==> src/design/u8u16_pkg.sv <==
// shared types and constants for the utf-8 to utf-16be transcoder
// no dependencies

package u8u16_pkg;

    localparam int QUEUE_DEPTH = 4;

    localparam logic [20:0] CP_MAX        = 21'h10FFFF;
    localparam logic [20:0] SUPP_BASE     = 21'h010000;
    localparam logic [5:0]  HI_SURR_MARK  = 6'b110110;
    localparam logic [5:0]  LO_SURR_MARK  = 6'b110111;

    // one queued job for the output side
    typedef struct packed {
        logic        err;
        logic [20:0] cp;
    } cmd_t;

endpackage

==> src/design/u8u16_front.sv <==
// input side: takes utf-8 bytes, gathers code points, queues output jobs
// depends on u8u16_pkg

module u8u16_front
    import u8u16_pkg::*;
(
    input  logic       clk,
    input  logic       rst_n,
    input  logic       in_accept,
    input  logic [7:0] in_byte,
    output logic       push,
    output cmd_t       push_cmd
);

    localparam logic [7:0] ASCII_MAX = 8'h7F;
    localparam logic [7:0] LEAD_MIN  = 8'hC0;
    localparam logic [7:0] LEAD2_MAX = 8'hDF;
    localparam logic [7:0] LEAD3_MAX = 8'hEF;
    localparam logic [7:0] LEAD4_MAX = 8'hF7;

    logic [1:0]  pending_reg, pending_next;
    logic [20:0] acc_reg, acc_next;
    logic        halted_reg, halted_next;
    logic [20:0] shifted;

    assign shifted = {acc_reg[14:0], in_byte[5:0]};

    always_comb
    begin
        pending_next = pending_reg;
        acc_next     = acc_reg;
        halted_next  = halted_reg;
        push         = 1'b0;
        push_cmd.err = 1'b0;
        push_cmd.cp  = {13'd0, in_byte};
        if (in_accept && !halted_reg)
        begin
            if (pending_reg != 2'd0)
            begin
                acc_next     = shifted;
                pending_next = pending_reg - 2'd1;
                push_cmd.cp  = shifted;
                if (pending_reg == 2'd1 && shifted <= CP_MAX)
                begin
                    push = 1'b1;
                end
            end
            else if (in_byte <= ASCII_MAX)
            begin
                push = 1'b1;
            end
            else if (in_byte < LEAD_MIN)
            begin
                // stray continuation byte
                halted_next  = 1'b1;
                push         = 1'b1;
                push_cmd.err = 1'b1;
            end
            else if (in_byte <= LEAD2_MAX)
            begin
                acc_next     = {16'd0, in_byte[4:0]};
                pending_next = 2'd1;
            end
            else if (in_byte <= LEAD3_MAX)
            begin
                acc_next     = {17'd0, in_byte[3:0]};
                pending_next = 2'd2;
            end
            else if (in_byte <= LEAD4_MAX)
            begin
                acc_next     = {18'd0, in_byte[2:0]};
                pending_next = 2'd3;
            end
            else
            begin
                push = 1'b1;
            end
        end
    end

    always_ff @(posedge clk or negedge rst_n)
    begin
        if (!rst_n)
        begin
            pending_reg <= 2'd0;
            acc_reg     <= 21'd0;
            halted_reg  <= 1'b0;
        end
        else
        begin
            pending_reg <= pending_next;
            acc_reg     <= acc_next;
            halted_reg  <= halted_next;
        end
    end

endmodule

==> src/design/u8u16_queue.sv <==
// short job queue between the input and output sides
// depends on u8u16_pkg

module u8u16_queue
    import u8u16_pkg::*;
#(
    parameter int DEPTH = QUEUE_DEPTH
)
(
    input  logic clk,
    input  logic rst_n,
    input  logic push,
    input  cmd_t push_cmd,
    input  logic pop,
    output cmd_t head,
    output logic empty,
    output logic full
);

    localparam int AW = (DEPTH > 1) ? $clog2(DEPTH) : 1;
    localparam int CW = $clog2(DEPTH + 1);
    localparam logic [AW-1:0] LAST_SLOT = AW'(DEPTH - 1);
    localparam logic [CW-1:0] FULL_CNT  = CW'(DEPTH);

    cmd_t          slots_reg [DEPTH];
    logic [AW-1:0] wr_ptr_reg, wr_ptr_next;
    logic [AW-1:0] rd_ptr_reg, rd_ptr_next;
    logic [CW-1:0] count_reg, count_next;
    logic          do_push, do_pop;

    assign empty   = (count_reg == '0);
    assign full    = (count_reg == FULL_CNT);
    assign head    = slots_reg[rd_ptr_reg];
    assign do_push = push && !full;
    assign do_pop  = pop && !empty;

    always_comb
    begin
        wr_ptr_next = wr_ptr_reg;
        rd_ptr_next = rd_ptr_reg;
        count_next  = count_reg;
        if (do_push)
        begin
            wr_ptr_next = (wr_ptr_reg == LAST_SLOT) ? '0 : wr_ptr_reg + AW'(1);
        end
        if (do_pop)
        begin
            rd_ptr_next = (rd_ptr_reg == LAST_SLOT) ? '0 : rd_ptr_reg + AW'(1);
        end
        if (do_push && !do_pop)
        begin
            count_next = count_reg + CW'(1);
        end
        else if (do_pop && !do_push)
        begin
            count_next = count_reg - CW'(1);
        end
    end

    always_ff @(posedge clk)
    begin
        if (do_push)
        begin
            slots_reg[wr_ptr_reg] <= push_cmd;
        end
    end

    always_ff @(posedge clk or negedge rst_n)
    begin
        if (!rst_n)
        begin
            wr_ptr_reg <= '0;
            rd_ptr_reg <= '0;
            count_reg  <= '0;
        end
        else
        begin
            wr_ptr_reg <= wr_ptr_next;
            rd_ptr_reg <= rd_ptr_next;
            count_reg  <= count_next;
        end
    end

endmodule

==> src/design/u8u16_back.sv <==
// output side: turns queued code points into utf-16be bytes, one per cycle while m_tready allows
// depends on u8u16_pkg

module u8u16_back
    import u8u16_pkg::*;
(
    input  logic       clk,
    input  logic       rst_n,
    input  cmd_t       head,
    input  logic       empty,
    output logic       pop,
    output logic       m_tvalid,
    input  logic       m_tready,
    output logic [7:0] m_tdata,
    output logic       m_tlast,
    output logic       m_tuser
);

    logic [1:0]  idx_reg, idx_next;
    logic        valid_reg, valid_next;
    logic [7:0]  data_reg, data_next;
    logic        last_reg, last_next;
    logic        err_reg, err_next;
    logic        load;
    logic [19:0] offset;
    logic [15:0] hi_word, lo_word;
    logic [7:0]  sel_byte;
    logic        sel_last;

    assign offset  = 20'(head.cp - SUPP_BASE);
    assign hi_word = {HI_SURR_MARK, offset[19:10]};
    assign lo_word = {LO_SURR_MARK, offset[9:0]};
    assign load    = !valid_reg || m_tready;

    always_comb
    begin
        sel_byte = 8'd0;
        sel_last = 1'b0;
        if (head.err)
        begin
            sel_last = 1'b1;
        end
        else if (head.cp[20:16] == 5'd0)
        begin
            sel_byte = idx_reg[0] ? head.cp[7:0] : head.cp[15:8];
            sel_last = idx_reg[0];
        end
        else
        begin
            case (idx_reg)
                2'd0:    sel_byte = hi_word[15:8];
                2'd1:    sel_byte = hi_word[7:0];
                2'd2:    sel_byte = lo_word[15:8];
                default:
                begin
                    sel_byte = lo_word[7:0];
                    sel_last = 1'b1;
                end
            endcase
        end
    end

    always_comb
    begin
        idx_next   = idx_reg;
        valid_next = valid_reg;
        data_next  = data_reg;
        last_next  = last_reg;
        err_next   = err_reg;
        pop        = 1'b0;
        if (load)
        begin
            valid_next = !empty;
            if (!empty)
            begin
                data_next = sel_byte;
                last_next = sel_last;
                err_next  = head.err;
                if (sel_last)
                begin
                    pop      = 1'b1;
                    idx_next = 2'd0;
                end
                else
                begin
                    idx_next = idx_reg + 2'd1;
                end
            end
        end
    end

    always_ff @(posedge clk or negedge rst_n)
    begin
        if (!rst_n)
        begin
            idx_reg   <= 2'd0;
            valid_reg <= 1'b0;
        end
        else
        begin
            idx_reg   <= idx_next;
            valid_reg <= valid_next;
        end
    end

    always_ff @(posedge clk)
    begin
        data_reg <= data_next;
        last_reg <= last_next;
        err_reg  <= err_next;
    end

    assign m_tvalid = valid_reg;
    assign m_tdata  = data_reg;
    assign m_tlast  = last_reg;
    assign m_tuser  = err_reg;

endmodule

==> src/design/utf8_to_utf16be_transcoder.sv <==
// utf-8 to utf-16 big-endian transcoder, top level
// depends on u8u16_pkg, u8u16_front, u8u16_queue, u8u16_back
//
// input stream s_*: one utf-8 byte per item in s_tdata
// output stream m_*: one utf-16be byte per item in m_tdata, m_tlast on the
// final byte caused by an input byte, m_tuser set on the error item
// an ascii or pass-through byte gives two output items, a multi-byte
// sequence gives two or four items on its final byte (none above 10ffff),
// nothing before
// a stray continuation byte as lead gives one error item (data zero); the
// block then swallows every further input item until reset
// input items are taken while the job queue has room; the output side
// sends one byte per cycle while the receiver is ready
// with an idle output side, the job for the final input byte enters the
// queue as that byte is taken and then passes through the output register
// reset clears decoder state, queue pointers and count, and output valid
// a stalled receiver holds the output item; jobs back up in the queue and
// s_tready falls once it is full

module utf8_to_utf16be_transcoder
    import u8u16_pkg::*;
#(
    parameter int DEPTH = QUEUE_DEPTH
)
(
    input  logic       clk,
    input  logic       rst_n,
    input  logic       s_tvalid,
    output logic       s_tready,
    input  logic [7:0] s_tdata,   // in_byte[7:0]
    output logic       m_tvalid,
    input  logic       m_tready,
    output logic [7:0] m_tdata,   // out_byte[7:0]
    output logic       m_tlast,
    output logic       m_tuser    // error
);

    logic push, pop, empty, full;
    cmd_t push_cmd, head;

    assign s_tready = !full;

    u8u16_front u_front
    (
        .clk       (clk),
        .rst_n     (rst_n),
        .in_accept (s_tvalid && s_tready),
        .in_byte   (s_tdata),
        .push      (push),
        .push_cmd  (push_cmd)
    );

    u8u16_queue #(.DEPTH(DEPTH)) u_queue
    (
        .clk      (clk),
        .rst_n    (rst_n),
        .push     (push),
        .push_cmd (push_cmd),
        .pop      (pop),
        .head     (head),
        .empty    (empty),
        .full     (full)
    );

    u8u16_back u_back
    (
        .clk      (clk),
        .rst_n    (rst_n),
        .head     (head),
        .empty    (empty),
        .pop      (pop),
        .m_tvalid (m_tvalid),
        .m_tready (m_tready),
        .m_tdata  (m_tdata),
        .m_tlast  (m_tlast),
        .m_tuser  (m_tuser)
    );

endmodule

==> config.mk <==
export PLATFORM = sky130hd
export DESIGN_NAME = utf8_to_utf16be_transcoder
export DESIGN_NICKNAME = d
export VERILOG_FILES = /design/src/design/u8u16_pkg.sv /design/src/design/u8u16_front.sv /design/src/design/u8u16_queue.sv /design/src/design/u8u16_back.sv /design/src/design/utf8_to_utf16be_transcoder.sv
export SDC_FILE = /design/constraint.sdc
export NUM_CORES = 1
export LEC_CHECK = 0
export BUFFER_PORTS_ARGS = -buffer_cell sky130_fd_sc_hd__buf_4
export CAP_MARGIN = 20
export CELL_PAD_IN_SITES_DETAIL_PLACEMENT = 1
export CELL_PAD_IN_SITES_GLOBAL_PLACEMENT = 1
export CORE_AREA = 5 5 104 106
export DETAILED_ROUTE_END_ITERATION = 10
export DIE_AREA = 0 0 109 111
export GPL_TIMING_DRIVEN = 0
export PLACE_DENSITY_LB_ADDON = 0.1
export SLEW_MARGIN = 20
export SYNTH_ARGS = -nofsm -noshare
export SYNTH_HDL_FRONTEND = slang
export SYNTH_SLANG_ARGS = --single-unit
==> constraint.sdc <==
create_clock -name clk -period 11.5 [get_ports clk]
set_input_delay 1.15 -clock clk [delete_from_list [all_inputs] [get_ports clk]]
set_output_delay 1.15 -clock clk [all_outputs]
set_load 0.02 [all_outputs]
== Yosys cells after proc, flatten, opt, wreduce, memory -nomap -nowiden ==
Memories as Yosys holds them, arrays and structs flattened.
Cells that the tools add are included.
W data, S select, Z words.

* Register bits after elaboration: 38
* Latch bits: 0
* Bits in writable memories: 88
* Memory bits (read-only): 0
* Output and inout bits: 12
* Logic and storage cells: 101
* Memories: 1

* $add $sub $neg: 7
* Multiply operators: 0
* Div/mod/pow operators: 0
* Magnitude comparators: 6
* Eq/ne operators: 8
* Shift operators: 0
* Mux-type cells: 41
* Bitwise operators: 3
* Reduce and logical (&&, ||, !) cells: 24

{| class="wikitable"
|+ Memories
! memory !! depth !! width !! read ports !! clocked after memory_dff !! wr ports !! line !! text
|-
| u_queue.slots_reg || 4 || 22 || 1 || 0 || 1 || u8u16_queue.sv:25 || <nowiki>cmd_t slots_reg [DEPTH];</nowiki>
|}

{| class="wikitable"
|+ Operators by type and width
! cell !! count
|-
| $mux W15 || 6
|-
| $le A8 B8 Y1 const B || 3
|-
| $pmux W8 S3 || 1
|-
| $mux W22 || 1
|-
| $le A21 B21 Y1 const B || 1
|-
| $mux W21 || 1
|-
| $sub A20 B17 Y20 const B || 1
|-
| $mux W1 || 19
|-
| $mux W2 || 9
|-
| $mux W8 || 2
|-
| $le A8 B7 Y1 const B || 1
|-
| $lt A8 B8 Y1 const B || 1
|-
| $reduce_and A4 Y1 || 2
|-
| $logic_and A1 B1 Y1 || 7
|-
| $add A2 B1 Y2 const B || 3
|-
| $eq A2 B2 Y1 const B || 3
|-
| $logic_not A1 Y1 || 6
|-
| $mux W3 || 2
|-
| $logic_not A5 Y1 || 1
|-
| $eq A2 B1 Y1 const B || 2
|-
| $ne A2 B1 Y1 const B || 2
|-
| $reduce_bool A2 Y1 || 2
|-
| $reduce_bool A4 Y1 || 1
|-
| $add A3 B1 Y3 const B || 1
|-
| other kinds (9) || 11
|}

== Longest topological paths before layout ==
* Word-level depth: 13
* Mapped depth: 15
* Depth with buffers taken out: 13

== Cells and area by module ==
Synthesis repeated with hierarchy kept, for this count alone.

* Cells, all modules: 326
* Area total of the unflattened synthesis: 5,471.5 um2

{| class="wikitable"
|+ Modules (own cells, without submodules)
! module !! instances !! cells each !! area an instance (um2) !! sequential area each (um2)
|-
| u8u16_queue || 1 || 152 || 3,613.5 || 2,817.7
|-
| u8u16_front || 1 || 87 || 928.4 || 450.4
|-
| u8u16_back || 1 || 85 || 919.6 || 375.4
|-
| utf8_to_utf16be_transcoder || 1 || 2 || 10.0 || 0.0
|}

== Least setup slack after synthesis ==
OpenSTA, ideal clock, no wires.

* Path type: register to register
* Start point: register u_queue.rd_ptr_reg[0]
* End point: register u_queue.count_reg[2]
* Library setup time: 79 ps
* Data arrival time: 3,510 ps
* Required time: 11,421 ps
* Path slack: 7,911 ps
* Stages on the path, launching flop included: 16
* Cells stage by stage: dfrtp_1 > buf_2 > buf_2 > mux4_2 > inv_1 > ha_1 > nor4b_4 > mux2i_1 > a21boi_2 > inv_1 > ha_1 > inv_1 > fa_1 > xor2_1 > nor2_1 > xor2_1

* Longest elaborated chain between the ends: 11
* Elaborated cells on any way between the ends: 13
* Classes of those cells: mux (6); reduce/logical (6); memory (1)

{| class="wikitable"
|+ Ends and longest elaborated chain
! element !! line !! text
|-
| start, declared || u8u16_queue.sv:27 || <nowiki>logic [AW-1:0] rd_ptr_reg, rd_ptr_next;</nowiki>
|-
| start signal, assigned || u8u16_queue.sv:79 || <nowiki>rd_ptr_reg <= rd_ptr_next;</nowiki>
|-
| $mem_v2 Z4 W22 * || n/a ||
|-
| $logic_not A5 Y1 || u8u16_back.sv:43 || <nowiki>else if (head.cp[20:16] == 5'd0)</nowiki>
|-
| $mux W1 || u8u16_back.sv:43 ||
|-
| $mux W1 * || u8u16_back.sv:39 || <nowiki>if (head.err)</nowiki>
|-
| $mux W1 * || u8u16_back.sv:79 || <nowiki>if (sel_last)</nowiki>
|-
| $mux W1 * || u8u16_back.sv:74 || <nowiki>if (!empty)</nowiki>
|-
| $mux W1 * || u8u16_back.sv:71 || <nowiki>if (load)</nowiki>
|-
| $logic_and A1 B1 Y1 * || u8u16_queue.sv:35 || <nowiki>assign do_pop = pop && !empty;</nowiki>
|-
| $logic_not A1 Y1 || u8u16_queue.sv:50 || <nowiki>if (do_push && !do_pop)</nowiki>
|-
| $logic_and A1 B1 Y1 || u8u16_queue.sv:50 ||
|-
| $mux W3 or $reduce_bool A2 Y1 (tied branches) || n/a ||
|-
| end signal, assigned || u8u16_queue.sv:80 || <nowiki>count_reg <= count_next;</nowiki>
|-
| end, declared || u8u16_queue.sv:28 || <nowiki>logic [CW-1:0] count_reg, count_next;</nowiki>
|}

Every way passes the cells marked *; elsewhere a longest branch is shown, timed or not.
A chain may end at the register's enable or synchronous reset.

== Worst setup path in the final report ==
Same ends and word-level chain as after synthesis.

==> impl_metrics.csv <==
group,metric,value,unit
clock_network,cts_htree_levels,4,
drt,detailedRoute.firstPassIterationCount,5,
sta,finalSetupViolCount,0,
layout,largest_register_ffs,88,
yosys,ys_ff_latch,126,
clock_network,cts.repair.resized,0,
drt,routed-via-count,2978,
global_routing,grt_pass1_vias,3303,
worst_setup_path,crit_fanout,10,
yosys,synthTopCellsByArea,"edfxtp_1 55%, dfrtp_1 13%, mux4_2 9.3%",
layout,finish.net_count,389,
drt,drc_errors,0,
clock_network,clock_sinks,126,
yosys,synth-edff-count,98,
yosys,synth-seq-area-share,0.686,
worst_setup_path,regToRegEndpoint,"u_queue.count_reg[2]$_DFFE_PN0P_",
floorplan,die_y,111,µm
yosys,async_flop_share,0.222,
worst_setup_path,worstSetupEndpointType,"flop",
worst_setup_path,setup.worst_path.class,"reg2reg",
floorplan,horizontal_die_dimension,109,µm
yosys,netlist-cell-type-count,44,
sta,hold_viol,0,
layout,area_growth_syn_to_layout,16.5,%
sta,final_min_period_over_clock_period,0.368,
global_routing,grt_pass1_wl,18700,µm
sta,max_freq,0.236,GHz
worst_setup_path,timing.rr.start,"u_queue.rd_ptr_reg[0]$_DFFE_PN0P_",
place,placement.io_buffers,23,
yosys,ys_dominant_reg_cell,"edfxtp_1",
yosys,yosys_warnings,0,
sta,maxSlewViolCount,0,
clock_network,postCtsSetupRepairBufs,0,
clock_network,cts_hold_buffers,0,
power_and_ir_drop,power_density,261,mW/mm²
drt,drt-vias-per-instance,5.84,
clock_network,clk_transition_reported_paths,60,ps
worst_setup_path,reg2reg_slack,7270,ps
layout,drive_gt1_frac,0.247,
clock_network,clk_path_buf_depth,2,
worst_setup_path,cp.arrival,4670,ps
sta,hold_slack,473,ps
power_and_ir_drop,p_leak,2.30,nW
worst_setup_path,slowest_delay,610,ps
floorplan,initial_utilization,0.548,
layout,utilization,0.639,
global_routing,grt_overflow,0,
worst_setup_path,timing.critical_path.slowest_stage_cell,"mux4_2",
global_routing,total_grt_usage,0.213,
clock_network,clk_latency,520,ps
sta,slew_headroom,0.274,
worst_setup_path,worst_path_required,11940,ps
drt,post_dr_wirelength_cell,22.7,µm
clock_network,cts.root.buffer_cell,"clkbuf_8",
clock_network,clock_tree_from_tritoncts,"built",
yosys,yosysTopAreaCellShare,0.554,
worst_setup_path,critical_path.cell_chain,"buf_2 -> buf_2 -> mux4_2 -> inv_1 -> ha_1 -> nor4b_4 -> mux2i_1 -> a21boi_2 -> inv_1 -> ha_1 -> inv_1 -> fa_1 -> xor2_1 -> nor2_1 -> xor2_1",
yosys,syn_area_per_cell,16.5,µm²
worst_setup_path,worst_path_most_repeated_cell,"inv_1",
job,timing.max_cap.violations,0,
power_and_ir_drop,peakVddDrop,0.136,mV
hold_path,timing.hold.worst.class,"reg2reg",
clock_network,cts-buffers-inserted,17,
yosys,post_synth_inst_count,322,
yosys,post_synth_design_cell_area,0.00531,mm²
global_routing,pin_count_of_the_biggest_net_entering_global_routing,29,
worst_setup_path,critical_path.startpoint_type,"flop",
floorplan,rows,36,
hold_path,endpoint_with_the_worst_hold_slack,"u_front.halted_reg$_DFFE_PN0P_",
yosys,syn_nets,347,
global_routing,number_of_antenna_violations_at_the_first_check_in_global_routing,0,
sta,finalSetupTns,0,ps
sta,timing.final.crit_period,4230,ps
floorplan,design.die.area,0.0121,mm²
drt,ant_nets,0,
hold_path,hold_start,"u_front.halted_reg$_DFFE_PN0P_",
hold_path,min_delay_path_depth,1,
layout,layout.filler_cells,875,
sta,worstMarginPinSlew,1070,ps
drt,drt-total-wl,11600,µm
status,status,"finished clean",
floorplan,design.portCount,24,
power_and_ir_drop,report.power.total,1.62,mW
layout,antenna_cells_inserted,0,
place,finalWeightedCongestion,0.831,
worst_setup_path,r2r_cell_count,15,
yosys,synthDominantAreaCellType,"edfxtp_1",
floorplan,coreArea,0.00968,mm²
sta,rsz0062_at_grt,"false",
sta,finClkSkew,8.01,ps
drt,detailedRoute.firstIterationViolations,186,
place,post-dp-hpwl,7710,µm
## Yosys cell counts, types with 3 or more instances
master and number:
edfxtp_1 98, dfrtp_1 28, mux4_2 22, nand2_1 20, nor2_1 18, and2_1 16, inv_1 14, ha_1 12
clkbuf_1 10, a22o_1 9, mux2_2 9, a211oi_1 6, o21ai_0 6, a21oi_1 5, a2111oi_0 4, a311oi_1 3
buf_2 3, nor3_1 3, xor2_1 3
## kinds of logic after synthesis
group | Yosys count | share of synthesized area
AOI/OAI and AO/OA | 49 | 0.0704
xor gates and xnor gates | 4 | 0.00660
adders and majority gates | 13 | 0.0320
buffers and inverters | 28 | 0.0205
DFF | 126 | 0.686
muxes | 35 | 0.120
and+or+nand+nor | 67 | 0.0641
## per-layer routing
layer,vias up,global-route usage,share of wire
met3,11,0.0594,0.049
met5,-,0,0
li1,1339,-,-
met4,0,0.0673,0.012
met2,87,0.345,0.52
met1,1541,0.277,0.42
## area by class of cell
class	count	area [µm²]	share of cell area
multi-input cells	168	1570	0.253
clock buffers	25	494	0.0799
well taps	133	166	0.0269
clock inverters	7	35.0	0.00566
inverters	15	56.3	0.00910
flip-flops and latches	126	3640	0.589
plain buffers	13	52.6	0.00849
repair buffers	23	173	0.0279
## how the worst max path moves through the flow
| stage | startpoint | end | slack [ps] | cells past startpoint |
|---|---|---|---|---|
| 2_1_floorplan | u_queue.rd_ptr_reg[0]$_DFFE_PN0P_ | u_queue.count_reg[2]$_DFFE_PN0P_ | 7910 | 15 |
| 3_3_place_gp | u_queue.rd_ptr_reg[0]$_DFFE_PN0P_ | u_queue.count_reg[2]$_DFFE_PN0P_ | 7380 | 15 |
| 3_5_place_dp | u_queue.rd_ptr_reg[0]$_DFFE_PN0P_ | u_queue.count_reg[2]$_DFFE_PN0P_ | 7290 | 15 |
| 4_1_cts | u_queue.rd_ptr_reg[0]$_DFFE_PN0P_ | u_queue.count_reg[2]$_DFFE_PN0P_ | 7220 | 15 |
| 5_1_grt | u_queue.rd_ptr_reg[0]$_DFFE_PN0P_ | u_queue.count_reg[2]$_DFFE_PN0P_ | 6980 | 15 |
| 6_report | u_queue.rd_ptr_reg[0]$_DFFE_PN0P_ | u_queue.count_reg[2]$_DFFE_PN0P_ | 7270 | 15 |
## power by group
| group | internal, mW | leakage [nW] | total (mW) | switching [mW] |
|---|---|---|---|---|
| combinational | 0.218 | 0.772 | 0.502 | 0.284 |
| sequential | 0.589 | 1.26 | 0.645 | 0.0565 |
| clock | 0.290 | 0.263 | 0.470 | 0.180 |
## cells in the final DEF, fill, tap and decap left out, types with 3 or more instances in the layout
cell type	synthesis	routed
clkbuf_8	0	6
mux2_2	9	9
a22o_1	9	9
xor2_1	3	3
a211oi_1	6	6
ha_1	12	12
inv_1	14	14
clkinv_2	0	4
buf_4	0	23
a311oi_1	3	3
and2_2	0	4
mux4_2	22	22
edfxtp_1	98	98
a21oi_1	5	4
dfrtp_1	28	28
nor3_1	3	3
buf_2	3	3
a2111oi_0	4	4
nor2_1	18	18
and2_1	16	12
clkbuf_1	10	13
o21ai_0	6	6
nand2_1	20	20
clkbuf_16	0	16
clkinv_1	1	3
## critical path: cells and delay by family, from the launching register on
kind	cells	cell delay, ps
AOI/OAI and AO/OA	1	180
xor gates and xnor gates	2	330
adders and majority gates	3	730
buffers and inverters	5	880
DFF	1	350
muxes	2	1090
and+or+nand+nor	2	580
## stage by stage
stage | cell area, µm² | worst slack [ps] | instances
4_1_cts | 6190 | 7220 | 510
3_5_place_dp | 5660 | 7290 | 478
2_1_floorplan | 5310 | 7910 | 322
3_3_place_gp | 5650 | 7380 | 478
6_report | 6190 | 7270 | 510
5_1_grt | 6190 | 6980 | 510
(Power assumes the default switching activity.)
